===== src/design/susid_pkg.sv =====
// ----------------------------------------------------------------------------
// susid_pkg
// Shared types and constants of the sorted unique set insert/delete unit.
// ----------------------------------------------------------------------------
package susid_pkg;

    localparam int DEPTH    = 16;
    localparam int VALUE_W  = 32;
    localparam int COUNT_W  = 5;
    localparam int STATUS_W = 3;
    localparam int CNT_W    = $clog2(DEPTH + 1);

    localparam logic KIND_ADD    = 1'b0;
    localparam logic KIND_DELETE = 1'b1;

    typedef enum logic [STATUS_W-1:0] {
        ST_INSERTED = 3'd0,
        ST_PRESENT  = 3'd1,
        ST_REMOVED  = 3'd2,
        ST_ABSENT   = 3'd3,
        ST_FULL     = 3'd4
    } status_t;

    typedef struct packed {
        logic insert;
        logic remove;
    } cell_ctrl_t;

endpackage


===== src/design/susid_req_if.sv =====
// ----------------------------------------------------------------------------
// susid_req_if
// Request channel: operation kind and signed value.
// ----------------------------------------------------------------------------
interface susid_req_if
    import susid_pkg::*;
();
    logic               valid;
    logic               ready;
    logic               kind;
    logic [VALUE_W-1:0] value;

    modport source (output valid, output kind, output value, input ready);
    modport sink   (input valid, input kind, input value, output ready);
endinterface


===== src/design/susid_rsp_if.sv =====
// ----------------------------------------------------------------------------
// susid_rsp_if
// Response channel: status, element count and first element.
// ----------------------------------------------------------------------------
interface susid_rsp_if
    import susid_pkg::*;
();
    logic                valid;
    logic                ready;
    logic [STATUS_W-1:0] status;
    logic [COUNT_W-1:0]  count;
    logic [VALUE_W-1:0]  first_value;

    modport source (output valid, output status, output count, output first_value,
                    input ready);
    modport sink   (input valid, input status, input count, input first_value,
                    output ready);
endinterface


===== src/design/susid_cfg_if.sv =====
// ----------------------------------------------------------------------------
// susid_cfg_if
// Configuration write channel carrying the sort order bit.
// ----------------------------------------------------------------------------
interface susid_cfg_if;
    logic valid;
    logic ready;
    logic order_descending;

    modport source (output valid, output order_descending, input ready);
    modport sink   (input valid, input order_descending, output ready);
endinterface


===== src/design/susid_cell.sv =====
// ----------------------------------------------------------------------------
// susid_cell
// One slot of the sorted chain: compares its entry with the request value
// and shifts toward or away from its neighbors on insert or remove.
// ----------------------------------------------------------------------------
module susid_cell
    import susid_pkg::*;
(
    input  logic               clk,
    input  cell_ctrl_t         ctrl,
    input  logic               occupied,
    input  logic               order_descending,
    input  logic [VALUE_W-1:0] key,
    input  logic               prev_ahead,
    input  logic [VALUE_W-1:0] left_value,
    input  logic [VALUE_W-1:0] right_value,
    output logic [VALUE_W-1:0] value,
    output logic [VALUE_W-1:0] value_next,
    output logic               ahead,
    output logic               equal
);
    logic [VALUE_W-1:0] value_reg;
    logic               less;
    logic               greater;

    assign less    = $signed(value_reg) < $signed(key);
    assign greater = $signed(value_reg) > $signed(key);
    assign ahead   = occupied && (order_descending ? greater : less);
    assign equal   = occupied && (value_reg == key);
    assign value   = value_reg;

    always_comb
    begin
        value_next = value_reg;
        if (ctrl.insert && !ahead)
        begin
            value_next = prev_ahead ? key : left_value;
        end
        else if (ctrl.remove && !ahead)
        begin
            value_next = right_value;
        end
    end

    always_ff @(posedge clk)
    begin
        value_reg <= value_next;
    end
endmodule


===== src/design/sorted_unique_set_insert_delete_unit.sv =====
// ----------------------------------------------------------------------------
// sorted_unique_set_insert_delete_unit
// Ordered set of unique signed values held in a chain of compare-and-shift
// cells, with add and delete requests and one response per request.
//
// Channel  Direction  Payload
// req      in         kind, value
// rsp      out        status, count, first_value
// cfg      in         order_descending
//
// Each request is first captured into registers; then every cell compares
// against the captured value at once and the chain shifts by one place.
// A new request is taken only when no request is busy and no response
// waits, or the waiting response is taken in the same cycle.
// A stalled response holds; reset empties the set and selects ascending order.
// A configuration write that changes the order empties the set.
// ----------------------------------------------------------------------------
module sorted_unique_set_insert_delete_unit
    import susid_pkg::*;
(
    input  logic   clk,
    input  logic   rst_n,
    susid_req_if.sink   req,
    susid_rsp_if.source rsp,
    susid_cfg_if.sink   cfg
);
    logic               busy_reg;
    logic               kind_reg;
    logic [VALUE_W-1:0] key_reg;
    logic [CNT_W-1:0]   count_reg;
    logic [CNT_W-1:0]   count_next;
    logic               order_reg;
    logic               rsp_valid_reg;
    status_t            status_reg;
    status_t            status_next;
    logic [COUNT_W-1:0] rsp_count_reg;
    logic [VALUE_W-1:0] first_reg;

    logic [VALUE_W-1:0] cell_value      [DEPTH];
    logic [VALUE_W-1:0] cell_value_next [DEPTH];
    logic [DEPTH-1:0]   cell_ahead;
    logic [DEPTH-1:0]   cell_equal;
    cell_ctrl_t         ctrl;
    logic               found;
    logic               full;
    logic               req_fire;

    assign req.ready = !busy_reg && (!rsp_valid_reg || rsp.ready);
    assign req_fire  = req.valid && req.ready;
    assign cfg.ready = 1'b1;

    assign found = |cell_equal;
    assign full  = (count_reg == CNT_W'(DEPTH));

    genvar i;
    generate
        for (i = 0; i < DEPTH; i++)
        begin : g_cell
            susid_cell u_cell (
                .clk              (clk),
                .ctrl             (ctrl),
                .occupied         (CNT_W'(i) < count_reg),
                .order_descending (order_reg),
                .key              (key_reg),
                .prev_ahead       ((i == 0) ? 1'b1 : cell_ahead[(i == 0) ? 0 : i - 1]),
                .left_value       (cell_value[(i == 0) ? 0 : i - 1]),
                .right_value      (cell_value[(i == DEPTH - 1) ? i : i + 1]),
                .value            (cell_value[i]),
                .value_next       (cell_value_next[i]),
                .ahead            (cell_ahead[i]),
                .equal            (cell_equal[i])
            );
        end
    endgenerate

    always_comb
    begin
        ctrl        = '0;
        count_next  = count_reg;
        status_next = ST_ABSENT;
        if (kind_reg == KIND_ADD)
        begin
            if (found)
            begin
                status_next = ST_PRESENT;
            end
            else if (full)
            begin
                status_next = ST_FULL;
            end
            else
            begin
                status_next = ST_INSERTED;
                ctrl.insert = busy_reg;
                count_next  = count_reg + CNT_W'(1);
            end
        end
        else
        begin
            if (found)
            begin
                status_next = ST_REMOVED;
                ctrl.remove = busy_reg;
                count_next  = count_reg - CNT_W'(1);
            end
        end
    end

    always_ff @(posedge clk or negedge rst_n)
    begin
        if (!rst_n)
        begin
            busy_reg      <= 1'b0;
            count_reg     <= '0;
            order_reg     <= 1'b0;
            rsp_valid_reg <= 1'b0;
        end
        else
        begin
            if (rsp_valid_reg && rsp.ready)
            begin
                rsp_valid_reg <= 1'b0;
            end
            if (busy_reg)
            begin
                busy_reg      <= 1'b0;
                count_reg     <= count_next;
                rsp_valid_reg <= 1'b1;
            end
            else if (req_fire)
            begin
                busy_reg <= 1'b1;
            end
            if (cfg.valid && cfg.ready)
            begin
                if (cfg.order_descending != order_reg)
                begin
                    count_reg <= '0;
                end
                order_reg <= cfg.order_descending;
            end
        end
    end

    always_ff @(posedge clk)
    begin
        if (req_fire)
        begin
            kind_reg <= req.kind;
            key_reg  <= req.value;
        end
        if (busy_reg)
        begin
            status_reg    <= status_next;
            rsp_count_reg <= COUNT_W'(count_next);
            first_reg     <= (count_next != '0) ? cell_value_next[0] : '0;
        end
    end

    assign rsp.valid       = rsp_valid_reg;
    assign rsp.status      = status_reg;
    assign rsp.count       = rsp_count_reg;
    assign rsp.first_value = first_reg;
endmodule


===== src/flat_wrapper.sv =====
// flat-port wrapper written by rule: the top's interface ports become plain ports
module sorted_unique_set_insert_delete_unit_flat import susid_pkg::*;
  (clk, rst_n, req_valid, req_kind, req_value, req_ready, rsp_valid, rsp_status, rsp_count, rsp_first_value, rsp_ready, cfg_valid, cfg_order_descending, cfg_ready);
  susid_req_if req_i ();
  susid_rsp_if rsp_i ();
  susid_cfg_if cfg_i ();
  input  logic clk;
  input  logic rst_n;
  input wire logic [$bits(req_i.valid)-1:0] req_valid;
  input wire logic [$bits(req_i.kind)-1:0] req_kind;
  input wire logic [$bits(req_i.value)-1:0] req_value;
  output wire logic [$bits(req_i.ready)-1:0] req_ready;
  output wire logic [$bits(rsp_i.valid)-1:0] rsp_valid;
  output wire logic [$bits(rsp_i.status)-1:0] rsp_status;
  output wire logic [$bits(rsp_i.count)-1:0] rsp_count;
  output wire logic [$bits(rsp_i.first_value)-1:0] rsp_first_value;
  input wire logic [$bits(rsp_i.ready)-1:0] rsp_ready;
  input wire logic [$bits(cfg_i.valid)-1:0] cfg_valid;
  input wire logic [$bits(cfg_i.order_descending)-1:0] cfg_order_descending;
  output wire logic [$bits(cfg_i.ready)-1:0] cfg_ready;
  assign req_i.valid = req_valid;
  assign req_i.kind = req_kind;
  assign req_i.value = req_value;
  assign req_ready = req_i.ready;
  assign rsp_valid = rsp_i.valid;
  assign rsp_status = rsp_i.status;
  assign rsp_count = rsp_i.count;
  assign rsp_first_value = rsp_i.first_value;
  assign rsp_i.ready = rsp_ready;
  assign cfg_i.valid = cfg_valid;
  assign cfg_i.order_descending = cfg_order_descending;
  assign cfg_ready = cfg_i.ready;
  sorted_unique_set_insert_delete_unit u_core (.clk(clk), .rst_n(rst_n), .req(req_i), .rsp(rsp_i), .cfg(cfg_i));
endmodule

===== config.mk =====
export PLATFORM = sky130hd
export DESIGN_NAME = sorted_unique_set_insert_delete_unit_flat
export DESIGN_NICKNAME = d
export VERILOG_FILES = /design/src/design/susid_pkg.sv /design/src/design/susid_req_if.sv /design/src/design/susid_rsp_if.sv /design/src/design/susid_cfg_if.sv /design/src/design/susid_cell.sv /design/src/design/sorted_unique_set_insert_delete_unit.sv /design/src/flat_wrapper.sv
export SDC_FILE = /design/constraint.sdc
export NUM_CORES = 2
export LEC_CHECK = 0
export BUFFER_PORTS_ARGS = -buffer_cell sky130_fd_sc_hd__buf_2
export CORE_MARGIN = 2
export CORE_UTILIZATION = 48
export CTS_BUF_LIST = sky130_fd_sc_hd__clkbuf_4 sky130_fd_sc_hd__clkbuf_8
export CTS_CLUSTER_SIZE = 28
export DETAILED_ROUTE_END_ITERATION = 8
export PLACE_DENSITY_LB_ADDON = 0.15
export SYNTH_ARGS = -nofsm -noshare
export SYNTH_HDL_FRONTEND = slang
export SYNTH_SLANG_ARGS = --single-unit

===== constraint.sdc =====
create_clock -name clk -period 11.3 [get_ports clk]
set_input_delay 1.13 -clock clk [delete_from_list [all_inputs] [get_ports clk]]
set_output_delay 1.13 -clock clk [all_outputs]
set_load 0.005 [all_outputs]

==> results.md <==
* Final worst clock skew at around 27 ps
* Result of the run: complete, no violations
* Share of flip-flops with an asynchronous set or reset after synthesis at 1.35%
* Minimum setup slack after placement at between 4000 and 5000 ps
* Setup repair after global routing missed its margin: no
* Mapped cell area at around 41000 um2
* Final core occ at approximately 53%
* HPWL after detailed placement at 91300 um
* Total routing usage reported by global routing at a little over a quarter
* Routed vias/inst at 6.00
* Post-synth EDFFs at 553
* First-pass GRT wire length at 181000 um
* Post-DR wirelength/cell at between 20 and 25 um
* Synth-to-Final Area Change at 9.34%
* Reg-to-reg startpoint: u_core.key_reg[21]$_DFFE_PP_
* Antenna Violating Nets Remaining at 0
* Leading register cell type out of synthesis: sky130_fd_sc_hd__edfxtp_1
* Portion of synthesized cell area occupied by the leading cell type at 40.1%
* Avg Inst Size Synth at 10.8 um2
* Power per unit of standard cell area at 143 nW/um2
* Area of the die at 88700 um2
* DRC at 0
* Antenna violations before repair at 2
* Maximum clock frequency at 0.155 GHz
* Largest cells by area after synthesis: sky130_fd_sc_hd__edfxtp_1, sky130_fd_sc_hd__ha_1, sky130_fd_sc_hd__mux2_2
* Number of DRC markers in iteration 0 at 2527
* Area inside the core boundary at 85400 um2
* Detailed-route via count at 30700
* Max stage delay on crit path at between 800 and 900 ps
* Count of port buffers added during placement at 80
* Number of nets in the layout at between 4000 and 5000
* Count of warnings emitted by yosys at 0
* Flip-flop and latch count after synthesis at about 600
* MaxCap Viol Count at 0
* Critical Path End Type: flip-flop
* Quantity of hold-fixing buffers added after cts at 0
* Synth Net Count at 4386
* TritonCTS clock tree: built
* Setup Crit Path Kind: flip-flop to flip-flop
* CTS root buf: sky130_fd_sc_hd__clkbuf_8
* Part of the Yosys area used for sequential elements at 42.1%
* Most instantiated library cell after synthesis: sky130_fd_sc_hd__edfxtp_1
* Number of buffers created by CTS at 110
* Cell with the largest stage delay on the worst path: sky130_fd_sc_hd__mux2i_4
* Hold Vio Cnt, Final at 0
* Sum Neg Setup Slack at 0 ps
* Biggest area consumer among synthesized cells: sky130_fd_sc_hd__edfxtp_1
* Count of final max-slew check failures at 0
* Pin count of the biggest net entering global routing at 65
* Cell types with the highest counts after synthesis: sky130_fd_sc_hd__edfxtp_1, sky130_fd_sc_hd__ha_1, sky130_fd_sc_hd__a21oi_1
* I/O Pins at 82
* Category of the worst setup path launch point: flip-flop
* Hold Crit Class: input port to async pin
* Post-cts repair resize count at 0
* Number of standard cells in the final layout excluding fillers at 5119
* Setup slack, reg-to-reg at 4850 ps
* Minimum clock period at 6450 ps
* Sum of overflow across all layers after global routing at 0
* Endpoint required time on the critical path at about 12000 ps
* Clock-pin slew reported for the worst setup and hold paths after clock tree synthesis at 60 ps
* Critical-path maximum fanout at 35
* TritonCTS sink count at 593
* CTS H-tree depth at 3
* Setup-violating endpoint count in the final report at 0
* WP data arrival at 6900 ps
* Chain of cells forming the critical path: inv_1 > buf_4 > ha_1 > and4_1 > nor4b_2 > o32ai_1 > mux2i_1 > mux2i_4 > buf_4 > and3_1 > buf_4 > mux2i_1 > a21oi_1 > nor2b_1
* Number of flip-flops in the largest register at 512
* Static power due to leakage at roughly 18 nW
* Post-Place Cells at 4937
* Number of global-route vias before repair at between 30000 and 40000
* Die span in x at 298 um
* Reg-to-reg endpoint: u_core.rsp.first_value[18]$_SDFFCE_PN0P_
* Worst path setup slack after routing at 4850 ps
* Unique cell type count in the Yosys netlist at 95
* WL final at 118000 um
* Reg2reg path depth at 14
* Cells after Synth at 3830
* Clk Latency, worst-skew pair at 720 ps
* Crit share post-route at between 50% and 60%
* CP dominant cell by count: sky130_fd_sc_hd__buf_4
* Effective utilization at floorplan at a little under 50%
* Number of cell rows at about 110
* Floorplan die height at 298 um
* Post-CTS Setup Inserts at 0
* Gp weighted congestion at between 0.9 and 1
* Maximum root-to-sink buffer count at 3
* Slew of the pin with the lowest slew margin at 1230 ps
* Total power consumption of the routed design at 6.49 mW
* Max-slew headroom at 17.4%
* Share of layout cells above drive strength 1 at 18.8%
* DR pass1 iterations at 6
* IR drop worst, VDD at 95.5 uV
[layer usage]
metal  global-route usage (%)  wire length, um
met5                        0                0
met4                     9.44             4340
met3                     3.20             6590
met2                     41.6            53200
met1                     36.5            54000
[logic make-up (layout without fill, tap and decap cells)]
logic type / count (synthesis) / after routing / synth area share (%)
compound gates: 886 / 886 / 12.8
simple gates: 953 / 953 / 10.9
mux: 602 / 602 / 15.7
flops: 593 / 593 / 42.1
fa+ha+maj: 517 / 517 / 15.6
buf+inv: 272 / 416 / 2.68
xor+xnor: 6 / 6 / 0.127
other cells: 1 / 2 / 0.00905
[metrics by stage]
stage	hold WS, ps	cell area (um2)
after floorplan	527	41400
after global placement	505	43300
after detailed placement	519	43300
after CTS	195	45300
after global routing	213	45300
final	250	45300
[power breakdown]
| group | leakage (nW) | switching [mW] | internal, mW | total (mW) |
|---|---|---|---|---|
| combinational | 11.4 | 0.928 | 0.646 | 1.57 |
| clock | 1.08 | 0.926 | 1.07 | 2.00 |
| sequential | 5.48 | 0.214 | 2.70 | 2.92 |
[critical path, delay by kind of cell, from the launching register on]
family / cells / cell delay (ps)
muxes: 3 / 1400
and+or+nand+nor: 4 / 1780
AOI/OAI and AO/OA: 2 / 340
adders and majority gates: 1 / 310
buffers and inverters: 4 / 1560
DFF: 1 / 760
[area by class of cell]
| cell class | instances | area [um2] |
|---|---|---|
| flip-flops and latches | 593 | 17400 |
| clock buffers | 149 | 1860 |
| fillers | 7733 | 40100 |
| repair buffers | 158 | 986 |
| inverters | 77 | 289 |
| clock inverters | 32 | 173 |
| multi-input cells | 2965 | 23100 |
| well taps | 1144 | 1430 |
| diodes | 1 | 2.50 |
[cell usage in the layout (no fill, tap or decap), types with 32 or more instances in the layout]
master,n
sky130_fd_sc_hd__nor2_1,368
sky130_fd_sc_hd__buf_4,78
sky130_fd_sc_hd__nand2_1,185
sky130_fd_sc_hd__nand3_1,32
sky130_fd_sc_hd__dfxtp_1,32
sky130_fd_sc_hd__a21oi_1,440
sky130_fd_sc_hd__clkbuf_8,119
sky130_fd_sc_hd__ha_1,517
sky130_fd_sc_hd__buf_2,80
sky130_fd_sc_hd__inv_1,74
sky130_fd_sc_hd__nor2b_1,51
sky130_fd_sc_hd__edfxtp_1,553
sky130_fd_sc_hd__o21ai_0,168
sky130_fd_sc_hd__nand4_1,122
sky130_fd_sc_hd__nor3_1,53
sky130_fd_sc_hd__mux2i_1,225
sky130_fd_sc_hd__a21o_1,99
sky130_fd_sc_hd__mux2_2,368
[how the worst max path moves through the flow]
stage | cells past startpoint | start | to | slack, ps
global route | 14 | u_core.key_reg[21]$_DFFE_PP_ | u_core.rsp.first_value[19]$_SDFFCE_PN0P_ | 4520
finish | 14 | u_core.key_reg[21]$_DFFE_PP_ | u_core.rsp.first_value[18]$_SDFFCE_PN0P_ | 4850
floorplan | 11 | u_core.key_reg[31]$_DFFE_PP_ | u_core.g_cell[2].u_cell.value[0]$_DFFE_PP_ | 5580
CTS | 12 | u_core.key_reg[31]$_DFFE_PP_ | u_core.g_cell[9].u_cell.value[5]$_DFFE_PP_ | 4730
detailed placement | 12 | u_core.key_reg[31]$_DFFE_PP_ | u_core.g_cell[9].u_cell.value[5]$_DFFE_PP_ | 4740
global placement | 12 | u_core.key_reg[31]$_DFFE_PP_ | u_core.g_cell[9].u_cell.value[20]$_DFFE_PP_ | 4770
(Power assumes the default switching activity.)
